`src/sv/spq_pkg.sv`:
```
`timescale 1ns / 1ps

package spq_pkg;

  typedef enum logic [1:0] {
    MODE_INSERT = 2'd0,
    MODE_REMOVE = 2'd1,
    MODE_PEEK   = 2'd2,
    MODE_CLEAR  = 2'd3
  } mode_e;

  typedef enum logic [1:0] {
    STATUS_OK        = 2'd0,
    STATUS_UNDERFLOW = 2'd1,
    STATUS_FULL      = 2'd2
  } status_e;

  typedef struct packed {
    mode_e              mode;
    logic signed [31:0] data_value;
    logic signed [31:0] priority_value;
  } cmd_t;

  typedef struct packed {
    status_e            status;
    logic signed [31:0] head_data;
    logic signed [31:0] head_priority;
    logic [4:0]         occupancy;
  } result_t;

  typedef struct packed {
    logic signed [31:0] data;
    logic signed [31:0] prio;
  } entry_t;

  // Chain-wide control broadcast to every cell.
  typedef struct packed {
    logic   insert_en;
    logic   remove_en;
    entry_t new_entry;
  } ctrl_t;

endpackage

```
`src/sv/spq_cell.sv`:
```
`timescale 1ns / 1ps

module spq_cell
  import spq_pkg::*;
(
  input  logic   clk_i,
  input  ctrl_t  ctrl_i,
  input  logic   valid_i,
  input  logic   left_ge_i,
  input  entry_t left_entry_i,
  input  entry_t right_entry_i,
  output logic   ge_o,
  output entry_t entry_o
);

  entry_t entry_q;
  entry_t entry_d;

  // A held entry with priority at least the new one stays ahead of it.
  assign ge_o = valid_i && (entry_q.prio >= ctrl_i.new_entry.prio);

  always_comb begin
    entry_d = entry_q;
    if (ctrl_i.insert_en) begin
      if (!ge_o) begin
        entry_d = left_ge_i ? ctrl_i.new_entry : left_entry_i;
      end
    end else if (ctrl_i.remove_en) begin
      entry_d = right_entry_i;
    end
  end

  always_ff @(posedge clk_i) begin
    entry_q <= entry_d;
  end

  assign entry_o = entry_q;

endmodule

```
`src/sv/sorted_priority_queue.sv`:
```
// Sorted priority queue built as a chain of compare-and-shift cells.
// The result strobe done_o is registered and rises in the cycle after the command transfer.
// Throughput: one command per cycle; busy is never asserted, since every cell
// compares against the new priority and shifts in the same cycle.
// Reset clears the entry count and the result strobe; the entry cells are not
// cleared. The receiver cannot stall, so results are never held back.
`timescale 1ns / 1ps

module sorted_priority_queue
  import spq_pkg::*;
#(
  parameter int QUEUE_DEPTH = 16
) (
  input  logic    clk_i,
  input  logic    rst_ni,
  input  logic    start,
  output logic    busy,
  input  cmd_t    cmd_i,
  output logic    done_o,
  output result_t result_o
);

  localparam int CW = $clog2(QUEUE_DEPTH + 1);

  logic [CW-1:0] count_q, count_d;
  logic          done_q;
  result_t       result_q, result_d;
  ctrl_t         ctrl;
  logic          accept;
  logic          full, empty;

  entry_t        cell_entry [QUEUE_DEPTH];
  logic          cell_ge    [QUEUE_DEPTH];

  assign busy   = 1'b0;
  assign accept = start && !busy;
  assign full   = (count_q == CW'(QUEUE_DEPTH));
  assign empty  = (count_q == '0);

  always_comb begin
    ctrl.insert_en      = accept && (cmd_i.mode == MODE_INSERT) && !full;
    ctrl.remove_en      = accept && (cmd_i.mode == MODE_REMOVE) && !empty;
    ctrl.new_entry.data = cmd_i.data_value;
    ctrl.new_entry.prio = cmd_i.priority_value;
  end

  for (genvar i = 0; i < QUEUE_DEPTH; i++) begin : g_cell
    logic   left_ge;
    entry_t left_entry;
    entry_t right_entry;

    if (i == 0) begin : g_first
      assign left_ge    = 1'b1;
      assign left_entry = ctrl.new_entry;
    end else begin : g_inner
      assign left_ge    = cell_ge[i-1];
      assign left_entry = cell_entry[i-1];
    end

    // The last cell refills with its own contents, which fall outside the count.
    if (i == QUEUE_DEPTH - 1) begin : g_last
      assign right_entry = cell_entry[i];
    end else begin : g_mid
      assign right_entry = cell_entry[i+1];
    end

    spq_cell u_cell (
      .clk_i        (clk_i),
      .ctrl_i       (ctrl),
      .valid_i      (CW'(i) < count_q),
      .left_ge_i    (left_ge),
      .left_entry_i (left_entry),
      .right_entry_i(right_entry),
      .ge_o         (cell_ge[i]),
      .entry_o      (cell_entry[i])
    );
  end

  always_comb begin
    count_d = count_q;
    if (ctrl.insert_en) begin
      count_d = count_q + CW'(1);
    end else if (ctrl.remove_en) begin
      count_d = count_q - CW'(1);
    end else if (accept && (cmd_i.mode == MODE_CLEAR)) begin
      count_d = '0;
    end
  end

  always_comb begin
    result_d.status        = STATUS_OK;
    result_d.head_data     = '0;
    result_d.head_priority = '0;
    result_d.occupancy     = 5'(count_d);
    case (cmd_i.mode)
      MODE_INSERT: begin
        if (full) begin
          result_d.status = STATUS_FULL;
        end
      end
      MODE_REMOVE, MODE_PEEK: begin
        if (empty) begin
          result_d.status = STATUS_UNDERFLOW;
        end else begin
          result_d.head_data     = cell_entry[0].data;
          result_d.head_priority = cell_entry[0].prio;
        end
      end
      default: begin
        result_d.status = STATUS_OK;
      end
    endcase
  end

  always_ff @(posedge clk_i or negedge rst_ni) begin
    if (!rst_ni) begin
      count_q <= '0;
      done_q  <= 1'b0;
    end else begin
      count_q <= count_d;
      done_q  <= accept;
    end
  end

  always_ff @(posedge clk_i) begin
    if (accept) begin
      result_q <= result_d;
    end
  end

  assign done_o   = done_q;
  assign result_o = result_q;

`ifndef NO_ASSERTIONS
  a_count_bound: assert property (@(posedge clk_i) disable iff (!rst_ni)
    count_q <= CW'(QUEUE_DEPTH))
    else $error("entry count exceeds queue depth");

  a_done_follows: assert property (@(posedge clk_i) disable iff (!rst_ni)
    accept |=> done_o)
    else $error("accepted command produced no result strobe");

  a_full_drop: assert property (@(posedge clk_i) disable iff (!rst_ni)
    (accept && cmd_i.mode == MODE_INSERT && full) |=>
      (count_q == $past(count_q)) && (result_o.status == STATUS_FULL))
    else $error("insert on a full queue changed the state");

  a_head_order: assert property (@(posedge clk_i) disable iff (!rst_ni)
    (count_q >= CW'(2)) |-> (cell_entry[0].prio >= cell_entry[1].prio))
    else $error("head entries out of priority order");
`endif

endmodule

```
`config.mk`:
```
export PLATFORM = sky130hd
export DESIGN_NAME = sorted_priority_queue
export DESIGN_NICKNAME = d
export VERILOG_FILES = /design/src/sv/spq_pkg.sv /design/src/sv/spq_cell.sv /design/src/sv/sorted_priority_queue.sv
export SDC_FILE = /design/constraint.sdc
export NUM_CORES = 2
export LEC_CHECK = 0
export CAP_MARGIN = 20
export CORE_MARGIN = 2
export CORE_UTILIZATION = 55
export DETAILED_ROUTE_END_ITERATION = 10
export DONT_BUFFER_PORTS = 1
export GPL_ROUTABILITY_DRIVEN = 0
export GPL_TIMING_DRIVEN = 1
export PLACE_DENSITY_LB_ADDON = 0.15
export SLEW_MARGIN = 20
export SYNTH_ARGS = -nofsm -noshare
export SYNTH_HDL_FRONTEND = slang
export SYNTH_SLANG_ARGS = --single-unit
```
`constraint.sdc`:
```
create_clock -name clk_i -period 8 [get_ports clk_i]
set_clock_uncertainty 0.1 [all_clocks]
set_input_delay 0.4 -clock clk_i [delete_from_list [all_inputs] [get_ports clk_i]]
set_output_delay 0.4 -clock clk_i [all_outputs]
set_load 0.005 [all_outputs]
```
# After elaboration in Yosys (flattened, before gate mapping)

Index checks and enable logic that the tools add are counted.

Bits of input ports: 69
Logic and storage cells: 203
Bits in registers: 1101

Add/subtract/negate cells: 2
Equality and inequality tests: 19
Reduce and logical (&&, ||, !) cells: 44
Bitwise operators: 2
Muxes and demuxes: 66
$lt $le $gt $ge: 32

Operators by type and width:

| kind                                                      | count |
|---|---|
| two-way mux 64 bit                                        | 60 |
| greater-or-equal comparator 32 bit                        | 16 |
| less-than comparator 4 x 5 -> 1 bit, first input constant | 8 |
| AND reduction 2 bit                                       | 16 |
| != test 2 bit, second input constant                      | 15 |
| logical AND 1 bit                                         | 21 |
| less-than comparator 3 x 5 -> 1 bit, first input constant | 4 |
| two-way mux 5 bit                                         | 3 |
| less-than comparator 1 x 5 -> 1 bit, first input constant | 2 |
| less-than comparator 2 x 5 -> 1 bit, first input constant | 2 |
| adder 5 x 1 -> 5 bit, second input constant               | 1 |
| equality test 5 bit, second input constant                | 1 |
| logical NOT 5 bit                                         | 1 |
| subtractor 5 x 1 -> 5 bit, second input constant          | 1 |
| equality test 2 bit, second input constant                | 2 |
| one-hot mux 2 bit (2 select lines)                        | 1 |
| OR reduction 2 bit                                        | 2 |
| equality test 2 x 1 -> 1 bit, second input constant       | 1 |
| logical NOT 1 bit                                         | 2 |
| logical NOT 2 bit                                         | 1 |
| two-way mux 2 bit                                         | 1 |
| NOT 1 bit                                                 | 2 |
| nonzero test 2 bit                                        | 1 |
| two-way mux 1 bit                                         | 1 |

# Longest topological paths before layout

Depth in word-level cells: 5
Mapped depth: 14
Mapped depth without buffers: 10

# Hierarchy

From an unflattened synthesis, not the netlist that was laid out.

Cells, all modules: 6545
Area, all modules: 68525.7 um^2

By module, submodules not included:

| module                          | cells an instance | area an instance (um^2) | times used |
|---|---|---|---|
| spq_cell (g_cell[0].u_cell ...) | 394               | 4080.2                  | 14 |
| spq_cell (g_cell[8].u_cell ...) | 395               | 4075.2                  | 2 |
| sorted_priority_queue           | 239               | 3253.1                  | 1 |

# Worst setup path after synthesis

No wires, ideal clock.

Kind: input to register
Start: in cmd_i[31] (netlist bit)
End: reg g_cell[0].u_cell.entry_q, in the netlist g_cell[0].u_cell.entry_o[0] (enable)
Arrival: 7451 ps
Library setup time: 575 ps
Setup slack: -125 ps
Stages on the path: 12
Buffers on the path: 3
Required time: 7325 ps
Cells stage by stage: clkbuf_1 -> inv_1 -> ha_1 -> nand4_1 -> nor4_1 -> a21oi_1 -> a31o_2 -> and3_1 -> or2_2 -> buf_2 -> clkbuf_1 -> o21ai_0

Word-level cells in the longest chain between the ends: 4

Ends and longest elaborated chain:

| item                                 | line                        | RTL |
|---|---|---|
| from (decl)                          | sorted_priority_queue.sv:18 | `input cmd_t cmd_i,` |
| greater-or-equal comparator 32 bit   | spq_cell.sv:20              | `assign ge_o = valid_i && (entry_q.prio >= ctrl_i.new_entry.prio);` |
| logical AND 1 bit                    | spq_cell.sv:20              |  |
| != test 2 bit (no source line)       | n/a                         |  |
| AND reduction 2 bit (no source line) | n/a                         |  |
| to (signal assigned)                 | spq_cell.sv:34              | `entry_q <= entry_d;` |
| to (decl)                            | spq_cell.sv:16              | `entry_t entry_q;` |

Every way passes these cells.
A chain may end at the register's enable or synchronous reset.

# Worst setup path in the final report

Start: in cmd_i[17] (netlist bit)
End: reg g_cell[2].u_cell.entry_q, in the netlist g_cell[2].u_cell.entry_o[1] (enable)

Word-level cells in the longest chain between the ends: 4

Ends and longest elaborated chain:

| item                                 | line |
|---|---|
| greater-or-equal comparator 32 bit   | spq_cell.sv:20 |
| logical AND 1 bit                    | spq_cell.sv:20 |
| != test 2 bit (no source line)       | n/a |
| AND reduction 2 bit (no source line) | n/a |
| to (signal assigned)                 | spq_cell.sv:34 |
| to (decl)                            | spq_cell.sv:16 |

Every way passes these cells.

==> metrics <==
crit-path max FO 38; RSZ-0062 raised after global routing false; routed wire length 203 mm; cts hold-fix bufs 68; Port Buffers 0; most common cell after layout, fill and taps aside edfxtp_1; die height 347 µm; post-synth cell types 64; Clock Tree Buf Depth 3; multiplexer share of the synthesized area 0.118; Vias/cell 6.54; final hold vios 0; clock network power share 0.299; ratio of cells with drive above 1 in the final layout 0.0618; total setup buffers inserted after CTS 0; Final Setup Violations 0; Synth Warn # 0; Flop pwr share 0.423; antenna-violating nets left 0; clock tree sinks 1101; Leak Pwr 27.2 nW; root buffer cell clkbuf_16; hold slack 0.0800 ns; via count of the first global-routing pass 46759; Ports 142; Layout Cells excl Fill 7533; Least-Margin Pin Slew 1.32 ns; Gate power share 0.279; CP startpoint kind input pin; run status finished clean; Global Route Usage Sum 0.329; Seq cells post-synth 1101; placed insts 7234; core area 118000 µm²; Seq/Total Area, Yosys 0.509; clock tree from TritonCTS built; Switching Fraction 0.349; cts repair resizes 0; Cell Pwr Density 266 nW/µm²; Syn Nets 6620; H-Tree Depth 3; buffers and inverters on the worst path 5; Syn Inst Count 6033; Layout Nets 6476; worst hold path class in -> reg; CTS clock-pin slew for the worst setup and hold paths 0.06 ns; first-pass GRT wire length 302 mm; critical path type in -> reg; max-slew violation count 0; clk_lat worst skew 0.76 ns; row cnt 126; DPL Wire Length 130 mm; Num CTS Buffers 119; Post-synth ARST share 0.00545; Residual DRC 0; Vias 49238; Post-Synth Adder-Cell Area 0.0999; critical path endpoint category flip-flop; die area 121000 µm²; final setup TNS 0 ns; Worst Path Arrival 6.29 ns; fin crit share 0.752; xor/xnor cell area share of the yosys netlist 0.000405; Synth Cell Area 64900 µm²; ys flop type edfxtp_1; sw power 6.56 mW; crit path cell chain dlygate4sd3_1 > inv_1 > buf_4 > ha_1 > a21oi_1 > o21ai_0 > a221oi_1 > nor3b_1 > o22ai_1 > nor2_4 > buf_4 > nand2_1 > nand2_4 > buf_4; post-synthesis compound-gate area fraction 0.126; die width 347 µm; drt pass-1 iters 6; largest family of logic cells by synthesized area compound AO/OA/AOI/OAI gates; Critical Path RT 8.27 ns; internal power 12.2 mW; VDD IR-drop max 269 µV; Fmax 166 MHz; WL per Instance 26.9 µm; Top delay family on crit path buffers and inverters; mean post-synth cell area 10.8 µm²; slew margin rel. 0.115; total gr overflow 0; Post-synth EDFFs 1095; max-cap violations 0; First DRT Iteration DRCs 6412; pin count of the biggest net entering global routing 255; area grow syn2layout 9.13%; Initial Utilization 0.552; Crit path top cell by count buf_4; slowest library cell on the worst path dlygate4sd3_1; most frequent cells in the layout 1095 x edfxtp_1, 1089 x nand2_1, 691 x mux2i_1, 644 x o21ai_0, 517 x ha_1; Final Critical Period 6.02 ns; Synth Area in Simple Gates 0.114; initial antenna violation count 17; Crit path largest cell delay 1.05 ns
[cell families (layout without fill, tap and decap cells)]
| group | count (synthesis) | after routing |
|---|---|---|
| compound gates | 1447 | 1447 |
| xor+xnor | 3 | 3 |
| fa+ha+maj | 518 | 518 |
| buf+inv | 492 | 448 |
| flops | 1101 | 1101 |
| mux | 755 | 755 |
| other cells | 1 | 9 |
| simple gates | 1716 | 1716 |
[layout make-up]
type                       instances  area [µm²]
tap                             1536        1920
clock buffer                     147        3100
antenna                            8        20.0
clock inverter                    74         766
sequential                      1101       33000
inverter                          67         251
multi-input combinational       4440       30100
timing repair buffer             160        1670
fill                            9706       46800
[worst paths after layout]
path                                                from                            end  slack (ns)  depth (start not counted)
setup / recovery                               cmd_i[17]    g_cell[2].u_cell.entry_o[1]        1.98                         14
hold / removal                                 cmd_i[65]                   result_o[70]        0.08                          2
setup reg to reg            g_cell[1].u_cell.entry_o[31]   g_cell[2].u_cell.entry_o[28]        2.60                         11
hold reg to reg            g_cell[15].u_cell.entry_o[35]  g_cell[14].u_cell.entry_o[35]        0.42                          2
max in group asynchronous                         rst_ni                     count_q[4]        6.84                          2
min in group asynchronous                         rst_ni                     count_q[1]        0.55                          2
[through the flow]
| stage | cell area [µm²] | worst slack, ns | util | total power [mW] |
|---|---|---|---|---|
| floorplan | 64900 | 0.0942 | - | 11.3 |
| global placement | 66000 | 2.34 | 0.561 | 12.9 |
| detailed placement | 66200 | 2.31 | 0.563 | 13.0 |
| CTS | 70700 | 2.23 | 0.601 | 18.7 |
| global route | 70800 | 1.90 | 0.602 | 19.5 |
| finish | 70800 | 1.98 | 0.602 | 18.8 |
[state kept, by name, indices dropped and copies added, names as in the netlist]
name                   cells
g_cell.u_cell.entry_o   1024
done_o                     1
count_q                    5
result_o                  71
[power by group through the flow]
stage | registers, mW | logic, mW | clock network (mW)
2_1_floorplan | 7.89 | 3.38 | 0
6_report | 7.95 | 5.24 | 5.62
3_3_place_gp | 8.05 | 4.82 | 0
4_1_cts | 7.94 | 5.09 | 5.66
5_1_grt | 8.02 | 5.56 | 5.87
3_5_place_dp | 8.04 | 4.96 | 0
[routing by layer]
layer | wire [µm] | vias to the layer above | global-route usage | part of all wire
met5 | 91 | - | 0 | 0.00045
met4 | 8650 | 14 | 0.133 | 0.043
met3 | 20300 | 399 | 0.0567 | 0.10
met2 | 87300 | 2475 | 0.492 | 0.43
met1 | 86500 | 24029 | 0.477 | 0.43
li1 | - | 22321 | - | -
[worst register-to-register path, delay by kind of cell (launching register included)]
family | cells | cell delay, ns
AOI/OAI and AO/OA | 4 | 1.18
muxes | 1 | 0.30
adders and majority gates | 1 | 0.37
and+or+nand+nor | 3 | 1.14
DFF | 1 | 0.45
buffers and inverters | 2 | 1.55
[cells in the mapped netlist, types with 7 or more instances]
cell type / count / area [µm²]
a221oi_1: 11 / 96.3
nand4_1: 103 / 644
edfxtp_1: 1095 / 32900
a21oi_1: 359 / 1800
buf_2: 47 / 235
o21ai_1: 109 / 546
clkbuf_1: 311 / 1170
nor3_1: 19 / 95.1
nor4_1: 17 / 106
nor2b_1: 17 / 106
o311ai_0: 8 / 70.1
buf_6: 10 / 113
nand2_1: 1095 / 4110
inv_1: 67 / 251
o211ai_1: 146 / 1100
o21ai_0: 654 / 3270
nor2_1: 139 / 522
mux2i_1: 691 / 6920
a2111oi_0: 8 / 70.1
a211oi_1: 16 / 120
a21o_1: 74 / 556
buf_1: 18 / 67.6
and3_1: 73 / 457
a31oi_1: 7 / 43.8
ha_1: 518 / 6480
nand2b_1: 11 / 68.8
nand3_1: 203 / 1020
buf_4: 39 / 293
and4_1: 10 / 87.6
mux2_2: 64 / 721
(Power assumes the default switching activity.)
